### src/pst_pkg.sv
`default_nettype none

package pst_pkg;

	localparam int NUM_SLOTS_DEF = 8;

	localparam logic signed [3:0] ANY_CHILD = -4'sd1;
	localparam logic signed [3:0] REPLY_ERR = -4'sd1;

	typedef enum logic [2:0] {
		ACT_TICK   = 3'd0,
		ACT_FORK   = 3'd1,
		ACT_EXIT   = 3'd2,
		ACT_WAIT   = 3'd3,
		ACT_GETPID = 3'd4
	} action_t;

	typedef enum logic [1:0] {
		ST_READY      = 2'd0,
		ST_RUNNING    = 2'd1,
		ST_BLOCKED    = 2'd2,
		ST_TERMINATED = 2'd3
	} slot_state_t;

	typedef enum logic [1:0] {
		AW_NONE = 2'd0,
		AW_ANY  = 2'd1,
		AW_ID   = 2'd2
	} await_kind_t;

	typedef struct packed {
		logic [2:0]        action;
		logic signed [3:0] wait_target;
	} pst_in_t;

	typedef struct packed {
		logic [2:0]        running_id;
		logic              switched;
		logic              reply_valid;
		logic signed [3:0] reply_value;
		logic              wake_valid;
		logic [2:0]        wake_id;
		logic [2:0]        wake_value;
		logic              deadlock;
	} pst_out_t;

	typedef enum logic [3:0] {
		OP_NONE,
		OP_CAPTURE,
		OP_FORK_STEP,
		OP_EXIT_RD,
		OP_EXIT_WAKE,
		OP_EXIT_CLR,
		OP_WAIT_INIT,
		OP_WAIT_STEP,
		OP_WAIT_REAP,
		OP_WAIT_BLOCK,
		OP_BAD_REPLY,
		OP_GETPID,
		OP_SCHED_CUR,
		OP_SCHED_STEP,
		OP_SCHED_DEMOTE,
		OP_LOAD_OUT
	} dp_op_t;

	typedef enum logic [3:0] {
		S_IDLE,
		S_DISPATCH,
		S_FORK,
		S_EXIT_RD,
		S_EXIT_WAKE,
		S_EXIT_CLR,
		S_WAIT_STEP,
		S_WAIT_REAP,
		S_WAIT_BLOCK,
		S_SCHED_CUR,
		S_SCHED_STEP,
		S_SCHED_DEMOTE,
		S_FINISH
	} ctl_state_t;

	typedef struct packed {
		logic [2:0] act;
		logic       tgt_any;
		logic       tgt_ok;
		logic       hit;
		logic       term;
		logic       last;
		logic       cur_run;
	} dp_status_t;

endpackage

`default_nettype wire

### src/pst_datapath.sv
`default_nettype none

module pst_datapath #(
	parameter int NUM_SLOTS = pst_pkg::NUM_SLOTS_DEF
) (
	input  wire                 clk,
	input  wire                 arst_n,
	input  pst_pkg::pst_in_t    in_data,
	input  pst_pkg::dp_op_t     op,
	output pst_pkg::dp_status_t status,
	output pst_pkg::pst_out_t   out_data
);
	import pst_pkg::*;

	localparam int IDW = $clog2(NUM_SLOTS);
	localparam int LCW = $clog2(NUM_SLOTS + 1);
	localparam logic [IDW-1:0] LAST_ID = IDW'(NUM_SLOTS - 1);

	// slot table
	slot_state_t st_q     [NUM_SLOTS];
	logic        pv_q     [NUM_SLOTS];
	logic [IDW-1:0] pid_q [NUM_SLOTS];
	await_kind_t awk_q    [NUM_SLOTS];
	logic [IDW-1:0] awid_q [NUM_SLOTS];

	logic [IDW-1:0] cur_q;
	logic [LCW-1:0] live_q;

	logic [2:0]        act_q;
	logic signed [3:0] tgt_q;
	logic [IDW-1:0]    before_q;
	logic [IDW-1:0]    idx_q;
	logic [IDW-1:0]    tmp_q;
	logic              tmp_vld_q;
	logic              scan_one_q;
	logic              cur_run_q;
	logic              wake_hit_q;
	logic              reply_vld_q;
	logic signed [3:0] reply_val_q;
	logic [IDW-1:0]    wake_id_q;
	logic [IDW-1:0]    wake_val_q;
	pst_out_t          out_q;

	logic [IDW-1:0] addr;
	slot_state_t    st_rd;
	logic           pv_rd;
	logic [IDW-1:0] pid_rd;
	await_kind_t    awk_rd;
	logic [IDW-1:0] awid_rd;

	logic           fork_hit, wake, par_match, sched_hit, at_end, tgt_any, tgt_ok;
	logic [IDW-1:0] idx_nxt, cur_nxt, tgt_idx;
	logic [IDW+2:0] tgt_ext, idx_ext4, cur_ext4, cur_ext3, wid_ext3, wval_ext3;

	logic        st_we, par_set, par_clr, aw_set, aw_clr;
	slot_state_t st_wd;
	logic        live_old, live_new;

	always_comb begin
		case (op)
			OP_EXIT_WAKE: addr = tmp_q;
			OP_FORK_STEP,
			OP_WAIT_STEP,
			OP_SCHED_STEP: addr = idx_q;
			default: addr = cur_q;
		endcase
	end

	assign st_rd   = st_q[addr];
	assign pv_rd   = pv_q[addr];
	assign pid_rd  = pid_q[addr];
	assign awk_rd  = awk_q[addr];
	assign awid_rd = awid_q[addr];

	assign at_end    = (idx_q == LAST_ID);
	assign idx_nxt   = at_end ? '0 : idx_q + IDW'(1);
	assign cur_nxt   = (cur_q == LAST_ID) ? '0 : cur_q + IDW'(1);
	assign fork_hit  = (st_rd == ST_TERMINATED);
	assign sched_hit = (st_rd == ST_READY);
	assign par_match = pv_rd && (pid_rd == cur_q);
	assign wake      = tmp_vld_q &&
		(awk_rd == AW_ANY || (awk_rd == AW_ID && awid_rd == cur_q));

	assign tgt_any = (tgt_q == ANY_CHILD);
	assign tgt_ok  = !tgt_q[3] && (int'(tgt_q[2:0]) < NUM_SLOTS);
	assign tgt_ext = {{IDW{1'b0}}, tgt_q[2:0]};
	assign tgt_idx = tgt_ext[IDW-1:0];

	// ids masked to the result field widths
	assign idx_ext4  = {3'b000, idx_q};
	assign cur_ext4  = {3'b000, cur_q};
	assign cur_ext3  = {3'b000, cur_q};
	assign wid_ext3  = {3'b000, wake_id_q};
	assign wval_ext3 = {3'b000, wake_val_q};

	always_comb begin
		status.act     = act_q;
		status.tgt_any = tgt_any;
		status.tgt_ok  = tgt_ok;
		status.term    = (st_rd == ST_TERMINATED);
		status.cur_run = cur_run_q;
		status.hit     = 1'b0;
		status.last    = 1'b0;
		case (op)
			OP_FORK_STEP: begin
				status.hit  = fork_hit;
				status.last = at_end;
			end
			OP_WAIT_STEP: begin
				status.hit  = par_match;
				status.last = scan_one_q || at_end;
			end
			OP_SCHED_CUR: status.hit = sched_hit;
			OP_SCHED_STEP: begin
				status.hit  = sched_hit;
				status.last = (idx_nxt == cur_q);
			end
			default: ;
		endcase
	end

	always_comb begin
		st_we   = 1'b0;
		st_wd   = ST_READY;
		par_set = 1'b0;
		par_clr = 1'b0;
		aw_set  = 1'b0;
		aw_clr  = 1'b0;
		case (op)
			OP_FORK_STEP: begin
				st_we   = fork_hit;
				par_set = fork_hit;
			end
			OP_EXIT_WAKE: begin
				st_we  = wake;
				aw_clr = wake;
			end
			OP_EXIT_CLR: begin
				st_we   = 1'b1;
				st_wd   = ST_TERMINATED;
				par_clr = wake_hit_q;
			end
			OP_WAIT_STEP: par_clr = par_match && (st_rd == ST_TERMINATED);
			OP_WAIT_REAP: aw_clr = 1'b1;
			OP_WAIT_BLOCK: begin
				st_we  = 1'b1;
				st_wd  = ST_BLOCKED;
				aw_set = 1'b1;
			end
			OP_SCHED_CUR,
			OP_SCHED_STEP: begin
				st_we = sched_hit;
				st_wd = ST_RUNNING;
			end
			OP_SCHED_DEMOTE: st_we = 1'b1;
			default: ;
		endcase
	end

	assign live_old = (st_rd == ST_READY) || (st_rd == ST_RUNNING);
	assign live_new = (st_wd == ST_READY) || (st_wd == ST_RUNNING);

	always_ff @(posedge clk or negedge arst_n) begin
		if (!arst_n) begin
			for (int i = 0; i < NUM_SLOTS; i++) begin
				st_q[i]   <= (i == 0) ? ST_READY : ST_TERMINATED;
				pv_q[i]   <= 1'b0;
				pid_q[i]  <= '0;
				awk_q[i]  <= AW_NONE;
				awid_q[i] <= '0;
			end
			cur_q  <= '0;
			live_q <= LCW'(1);
		end else begin
			if (st_we) begin
				st_q[addr] <= st_wd;
				live_q <= live_q + {{(LCW-1){1'b0}}, live_new}
					- {{(LCW-1){1'b0}}, live_old};
			end
			if (par_set) begin
				pv_q[addr]  <= 1'b1;
				pid_q[addr] <= cur_q;
			end else if (par_clr) begin
				pv_q[addr] <= 1'b0;
			end
			if (aw_set) begin
				awk_q[addr]  <= tgt_any ? AW_ANY : AW_ID;
				awid_q[addr] <= tgt_idx;
			end else if (aw_clr) begin
				awk_q[addr] <= AW_NONE;
			end
			if (op == OP_SCHED_STEP && sched_hit && !cur_run_q)
				cur_q <= idx_q;
			else if (op == OP_SCHED_DEMOTE)
				cur_q <= tmp_q;
		end
	end

	always_ff @(posedge clk) begin
		case (op)
			OP_CAPTURE: begin
				act_q       <= in_data.action;
				tgt_q       <= in_data.wait_target;
				before_q    <= cur_q;
				idx_q       <= '0;
				reply_vld_q <= 1'b0;
				reply_val_q <= '0;
				wake_hit_q  <= 1'b0;
				wake_id_q   <= '0;
				wake_val_q  <= '0;
			end
			OP_FORK_STEP: begin
				if (fork_hit) begin
					reply_vld_q <= 1'b1;
					reply_val_q <= idx_ext4[3:0];
				end else if (at_end) begin
					reply_vld_q <= 1'b1;
					reply_val_q <= REPLY_ERR;
				end else begin
					idx_q <= idx_nxt;
				end
			end
			OP_EXIT_RD: begin
				tmp_q     <= pid_rd;
				tmp_vld_q <= pv_rd;
			end
			OP_EXIT_WAKE: begin
				if (wake) begin
					wake_hit_q <= 1'b1;
					wake_id_q  <= tmp_q;
					wake_val_q <= cur_q;
				end
			end
			OP_WAIT_INIT: begin
				idx_q      <= tgt_any ? IDW'(1) : tgt_idx;
				scan_one_q <= !tgt_any;
			end
			OP_WAIT_STEP: begin
				if (par_match) begin
					if (st_rd == ST_TERMINATED) begin
						reply_vld_q <= 1'b1;
						reply_val_q <= idx_ext4[3:0];
					end
				end else if (scan_one_q || at_end) begin
					reply_vld_q <= 1'b1;
					reply_val_q <= REPLY_ERR;
				end else begin
					idx_q <= idx_nxt;
				end
			end
			OP_BAD_REPLY: begin
				reply_vld_q <= 1'b1;
				reply_val_q <= REPLY_ERR;
			end
			OP_GETPID: begin
				reply_vld_q <= 1'b1;
				reply_val_q <= cur_ext4[3:0];
			end
			OP_SCHED_CUR: begin
				cur_run_q <= (st_rd == ST_RUNNING);
				idx_q     <= cur_nxt;
			end
			OP_SCHED_STEP: begin
				if (sched_hit)
					tmp_q <= idx_q;
				else
					idx_q <= idx_nxt;
			end
			OP_LOAD_OUT: begin
				out_q.running_id  <= cur_ext3[2:0];
				out_q.switched    <= (cur_q != before_q);
				out_q.reply_valid <= reply_vld_q;
				out_q.reply_value <= reply_val_q;
				out_q.wake_valid  <= wake_hit_q;
				out_q.wake_id     <= wid_ext3[2:0];
				out_q.wake_value  <= wval_ext3[2:0];
				out_q.deadlock    <= (live_q == '0);
			end
			default: ;
		endcase
	end

	assign out_data = out_q;

	a_live_bound: assert property (@(posedge clk) disable iff (!arst_n)
		int'(live_q) <= NUM_SLOTS)
		else $error("live slot count exceeds table size");

	a_demote_new_running: assert property (@(posedge clk) disable iff (!arst_n)
		(op == OP_SCHED_DEMOTE) |=> (st_q[cur_q] == ST_RUNNING))
		else $error("switched-in slot is not running");

endmodule

`default_nettype wire

### src/pst_ctrl.sv
`default_nettype none

module pst_ctrl (
	input  wire                 clk,
	input  wire                 arst_n,
	input  wire                 in_valid,
	output logic                in_ready,
	output logic                out_valid,
	input  wire                 out_ready,
	input  pst_pkg::dp_status_t status,
	output pst_pkg::dp_op_t     op
);
	import pst_pkg::*;

	ctl_state_t state_q, state_nxt;
	logic       out_valid_q;
	logic       out_free;

	assign out_free = !out_valid_q || out_ready;

	always_comb begin
		state_nxt = state_q;
		case (state_q)
			S_IDLE: if (in_valid) state_nxt = S_DISPATCH;
			S_DISPATCH: begin
				case (status.act)
					ACT_TICK: state_nxt = S_SCHED_CUR;
					ACT_FORK: state_nxt = S_FORK;
					ACT_EXIT: state_nxt = S_EXIT_RD;
					ACT_WAIT: state_nxt = (status.tgt_any || status.tgt_ok) ?
						S_WAIT_STEP : S_FINISH;
					default: state_nxt = S_FINISH;
				endcase
			end
			S_FORK: if (status.hit || status.last) state_nxt = S_FINISH;
			S_EXIT_RD: state_nxt = S_EXIT_WAKE;
			S_EXIT_WAKE: state_nxt = S_EXIT_CLR;
			S_EXIT_CLR: state_nxt = S_SCHED_CUR;
			S_WAIT_STEP: begin
				if (status.hit)
					state_nxt = status.term ? S_WAIT_REAP : S_WAIT_BLOCK;
				else if (status.last)
					state_nxt = S_FINISH;
			end
			S_WAIT_REAP: state_nxt = S_FINISH;
			S_WAIT_BLOCK: state_nxt = S_SCHED_CUR;
			S_SCHED_CUR: state_nxt = status.hit ? S_FINISH : S_SCHED_STEP;
			S_SCHED_STEP: begin
				if (status.hit)
					state_nxt = status.cur_run ? S_SCHED_DEMOTE : S_FINISH;
				else if (status.last)
					state_nxt = S_FINISH;
			end
			S_SCHED_DEMOTE: state_nxt = S_FINISH;
			S_FINISH: if (out_free) state_nxt = S_IDLE;
			default: state_nxt = S_IDLE;
		endcase
	end

	always_comb begin
		op       = OP_NONE;
		in_ready = 1'b0;
		case (state_q)
			S_IDLE: begin
				in_ready = 1'b1;
				if (in_valid) op = OP_CAPTURE;
			end
			S_DISPATCH: begin
				case (status.act)
					ACT_WAIT: op = (status.tgt_any || status.tgt_ok) ?
						OP_WAIT_INIT : OP_BAD_REPLY;
					ACT_GETPID: op = OP_GETPID;
					default: op = OP_NONE;
				endcase
			end
			S_FORK: op = OP_FORK_STEP;
			S_EXIT_RD: op = OP_EXIT_RD;
			S_EXIT_WAKE: op = OP_EXIT_WAKE;
			S_EXIT_CLR: op = OP_EXIT_CLR;
			S_WAIT_STEP: op = OP_WAIT_STEP;
			S_WAIT_REAP: op = OP_WAIT_REAP;
			S_WAIT_BLOCK: op = OP_WAIT_BLOCK;
			S_SCHED_CUR: op = OP_SCHED_CUR;
			S_SCHED_STEP: op = OP_SCHED_STEP;
			S_SCHED_DEMOTE: op = OP_SCHED_DEMOTE;
			S_FINISH: if (out_free) op = OP_LOAD_OUT;
			default: op = OP_NONE;
		endcase
	end

	always_ff @(posedge clk or negedge arst_n) begin
		if (!arst_n) begin
			state_q     <= S_IDLE;
			out_valid_q <= 1'b0;
		end else begin
			state_q <= state_nxt;
			// hold the result until the downstream transaction completes
			if (state_q == S_FINISH && out_free)
				out_valid_q <= 1'b1;
			else if (out_ready)
				out_valid_q <= 1'b0;
		end
	end

	assign out_valid = out_valid_q;

	a_finish_loads: assert property (@(posedge clk) disable iff (!arst_n)
		(state_q == S_FINISH && out_free) |=> (out_valid_q && state_q == S_IDLE))
		else $error("finished result not presented");

	a_accept_dispatch: assert property (@(posedge clk) disable iff (!arst_n)
		(in_valid && in_ready) |=> (state_q == S_DISPATCH))
		else $error("accepted transaction not dispatched");

endmodule

`default_nettype wire

### src/process_table_scheduler_unit.sv
// Process table with round-robin scheduler.
// Input channel (in_valid/in_ready/in_data) carries one action per
// transaction: tick, fork, exit, wait for child or get id, on behalf of the
// current slot. Output channel (out_valid/out_ready/out_data) returns exactly
// one result per action: running slot, switch flag, reply, wake report and
// deadlock flag.
// Actions run one at a time. The slot table has a single access port, so
// every scan visits one slot per cycle. The quickest actions are get id, a
// bad wait target and an unknown action; the longest is a wait for any child
// that finds a live child in the last slot, blocks, and is followed by a
// full scheduler scan. in_ready rises together with out_valid, so the next
// action is accepted in the cycle after the result is registered at the
// earliest.
// The result sits in an output register; a new action is accepted while it
// waits, and a stalled receiver only holds the next result in its final
// step until the register frees up.
// Reset (arst_n low, asynchronous) makes slot 0 ready and current, all other
// slots terminated, no parents and no waits, and empties the output register.
`default_nettype none

module process_table_scheduler_unit #(
	parameter int NUM_SLOTS = pst_pkg::NUM_SLOTS_DEF
) (
	input  wire               clk,
	input  wire               arst_n,
	input  wire               in_valid,
	output logic              in_ready,
	input  pst_pkg::pst_in_t  in_data,
	output logic              out_valid,
	input  wire               out_ready,
	output pst_pkg::pst_out_t out_data
);
	import pst_pkg::*;

	dp_op_t     op;
	dp_status_t status;

	pst_ctrl u_ctrl (
		.clk       (clk),
		.arst_n    (arst_n),
		.in_valid  (in_valid),
		.in_ready  (in_ready),
		.out_valid (out_valid),
		.out_ready (out_ready),
		.status    (status),
		.op        (op)
	);

	pst_datapath #(
		.NUM_SLOTS (NUM_SLOTS)
	) u_datapath (
		.clk      (clk),
		.arst_n   (arst_n),
		.in_data  (in_data),
		.op       (op),
		.status   (status),
		.out_data (out_data)
	);

endmodule

`default_nettype wire

### config.mk
export PLATFORM = sky130hd
export DESIGN_NAME = process_table_scheduler_unit
export DESIGN_NICKNAME = d
export VERILOG_FILES = /design/src/pst_pkg.sv /design/src/pst_datapath.sv /design/src/pst_ctrl.sv /design/src/process_table_scheduler_unit.sv
export SDC_FILE = /design/constraint.sdc
export NUM_CORES = 1
export LEC_CHECK = 0
export BUFFER_PORTS_ARGS = -buffer_cell sky130_fd_sc_hd__buf_2
export CAP_MARGIN = 40
export CORE_MARGIN = 2
export CORE_UTILIZATION = 58
export DETAILED_ROUTE_END_ITERATION = 10
export PLACE_DENSITY = 0.73
export SYNTH_ARGS = -nofsm -noshare
export SYNTH_HDL_FRONTEND = slang
export SYNTH_HIERARCHICAL = 1
export SYNTH_SLANG_ARGS = --single-unit
### constraint.sdc
create_clock -name clk -period 11.2 [get_ports clk]
set_input_delay 0.56 -clock clk [delete_from_list [all_inputs] [get_ports clk]]
set_output_delay 0.56 -clock clk [all_outputs]
set_load 0.02 [all_outputs]
==> key figures <==
Global route
  • Vias in the first global route: 6184
  • Total gr overflow: 0
  • GRT Total Usage: 0.286
  • Initial antenna violation count: 0
  • First-pass GRT wire length: between 30000 and 40000 microns
  • Largest net degree at the start of global routing: 67

STA
  • Fin. max-slew vios: 0
  • Worst Tran Pin Value: between 0.9 and 1 ns
  • Setup TNS: 0 ns
  • Normalized max-slew margin: 0.359
  • Peak Freq: ~160 MHz
  • Final Hold Vio Count: 0
  • Final Cycle Share: 0.570
  • Final min period: ~6.4 ns
  • RSZ-0062 raised after global routing: no
  • Clock skew: 0.00884 ns
  • Final setup viols: 0

Routing
  • Routed Antenna Nets: 0
  • WL final: 20500 microns
  • Residual DRC: 0
  • Drt pass-1 iters: 6
  • DR WL/cell: roughly 21 microns
  • Drt initial violations: a little over 800
  • Vias per inst: between 6 and 7
  • Via count: ~6400

Synthesis
  • Post-synthesis sequential area ratio: 0.482
  • Post-synthesis simple-gate area fraction: 0.160
  • Ys Warns: 6
  • Share of flip-flops with an asynchronous set or reset: 0.676
  • Most instantiated cells after synthesis: nand2_1 (91), dfrtp_1 (85), edfxtp_1 (48), mux2_2 (46), nor2_1 (37)
  • Ys flop type: dfrtp_1
  • Largest family of logic cells by synthesized area: compound AO/OA/AOI/OAI gates
  • Avg Cell Area, Syn: about 11 sq um
  • Top-area cell type share of the netlist area: 0.259
  • Syn_nets: 787
  • Mapped Area: ~8000 sq um
  • Synth Register Bits: roughly 150
  • Dominant cell by count in the synthesized netlist: nand2_1
  • Cell count after synthesis: 766
  • Post-synthesis xor/xnor area fraction: 0.0149
  • Cells taking the most area after synthesis: dfrtp_1 (26%), edfxtp_1 (18%), mux2_2 (6.3%)
  • Largest area contributor in the netlist: dfrtp_1
  • EDFF count, synth: 48
  • Mux contribution to synthesized area: 0.118
  • Netlist cell types: 93
  • Compound-Gate Fraction of Synth Area: 0.161
  • Synth Area in Adders: 0.0161

Worst setup path
  • Reg2reg start: u_datapath/tgt_q[0]
  • Worst Path Max Fanout: 31
  • WP data required: 11.55 ns
  • Slowest cell on the critical path: a2111oi_1
  • WS Path Type: flop to flop
  • Worst reg2reg path endpoint: u_ctrl/state_q[2]
  • Crit path to: u_ctrl/state_q[2]
  • CP Cell Sequence: and4_1 > nor2_1 > nand2_1 > nand3_1 > and4b_1 > o21ai_1 > nand3_2 > mux2i_1 > a32oi_1 > a21o_1 > a2111oi_1 > a32o_1 > nand2_1 > nand2b_1 > o21a_1 > nand3_1 > a21o_1 > a31oi_1
  • Startpoint Class: flop
  • Crit path arrival time: approximately 6.7 ns
  • Worst r2r path cells: 18
  • Largest stage delay on the critical path: roughly 0.70 ns
  • Worst R2R Setup Slack: approximately 4.8 ns
  • CP endpoint kind: flop
  • Crit. Startpoint: u_datapath/tgt_q[0]

Floorplanning
  • Total die area: 15100 sq um
  • Io pins: 30
  • Row cnt: 43
  • Die height: approximately 120 microns
  • Horiz. Die Dim: between 100 and 150 microns
  • CORE AREA: between 10000 and 15000 sq um
  • Initial Util: 0.592

Outcome
  • Status: finished, final reports clean

Clocking
  • H-tree depth: 4
  • Root Buffer: clkbuf_16
  • Clk buf depth: 2
  • Number of gates resized after CTS: 0
  • Postcts setup bufs: 0
  • CTS buffer count: 17
  • CTS tree: built
  • Worst-Skew Late Latency: roughly 0.43 ns
  • Sink Count: roughly 150
  • Clock slew at reported path FFs: around 0.060 ns
  • CTS Hold Buffers Added: 0

Cells and area
  • Area Growth Syn to Fin: 10.1%
  • Layout cells sized above 1: 0.219
  • N_diodes: 0
  • Nets: 804

Job
  • Max-cap violations: 0

Placed design
  • Routability cong.: a little over 0.9
  • Post-detail-place hpwl: 14200 microns
  • I/O Buffers: 29

Hold path
  • Hold WC Path Type: primary input to async pin
==> through the flow <==
stage               setup slack, ns  area (sq um)  std cells  hold slack (ns)   util
detailed placement             5.05          8450        944            0.407  0.609
finish                         4.81          9050        976           0.0911  0.652
CTS                            4.99          9050        976           0.0886  0.652
global route                   4.45          9050        976            0.110  0.652
floorplan                      6.13          8220        766            0.264      -
global placement               5.07          8420        941            0.402  0.607
==> cell families after synthesis <==
| group | count (synthesis) |
|---|---|
| XOR/XNOR | 14 |
| AND/OR/NAND/NOR | 248 |
| multiplexers | 87 |
| adder cells (fa/ha/maj) | 10 |
| AO/OA/AOI/OAI | 177 |
| flip-flops | 148 |
| buffers and inverters | 82 |
==> layer usage <==
| layer | GRT usage | wire (microns) |
|---|---|---|
| met1 | 0.378 | 8630 |
| met2 | 0.448 | 9560 |
| met3 | 0.0650 | 1570 |
| met4 | 0.134 | 688 |
| met5 | 0 | 0 |
==> worst max-delay path: cells and delay by family, from the launching register on <==
kind / cells / cell delay [ns]
flops: 1 / 0.56
simple gates: 9 / 3.09
mux: 1 / 0.40
compound gates: 8 / 2.22
==> area by class of cell <==
cell class	count	area, sq um
fill	1069	4830
sequential	148	3960
multi-input combinational	536	3870
clock buffer	21	493
timing repair buffer	42	248
tap	180	225
inverter	38	143
clock inverter	11	111
==> how the worst min path moves through the flow <==
stage	from	to	slack (ns)	cells past startpoint
4_1_cts	arst_n	u_datapath/awid_q[21]	0.09	1
3_5_place_dp	u_datapath/wake_val_q[0]	u_datapath/out_data[1]	0.41	0
5_1_grt	arst_n	u_datapath/awid_q[21]	0.11	1
2_1_floorplan	arst_n	u_ctrl/out_valid	0.26	0
6_report	arst_n	u_datapath/awid_q[5]	0.09	1
3_3_place_gp	u_datapath/reply_val_q[2]	u_datapath/out_data[10]	0.40	0
==> state kept, by name, summed over array words and instances, names as in the netlist, 4 cells and up, named ones only <==
signal and count:
u_datapath/st_q 16, u_datapath/live_q 4, u_datapath/awk_q 16, u_datapath/reply_val_q 4
u_datapath/awid_q 24, u_datapath/out_data 17, u_ctrl/state_q 4, u_datapath/tgt_q 4
u_datapath/pid_q 24
==> cells in the final DEF, fill, tap and decap left out, drive strengths merged, types with 8 or more instances in the layout <==
cell type   n
mux2i      22
o211ai     13
or3         8
dfrtp      85
o211a       9
nor2       40
nand3      19
nor3b       8
and2        9
nor3       14
dfstp      15
o22ai      12
and3        9
xnor2      11
edfxtp     48
nand2b     10
ha          9
a21oi      36
nand2      92
buf        42
mux2       64
inv        41
o21ai      41
clkbuf     21
Power is left out: the tool's default activity adds up to more than one toggle a clock period on the data nets, which glitch-free logic cannot reach.
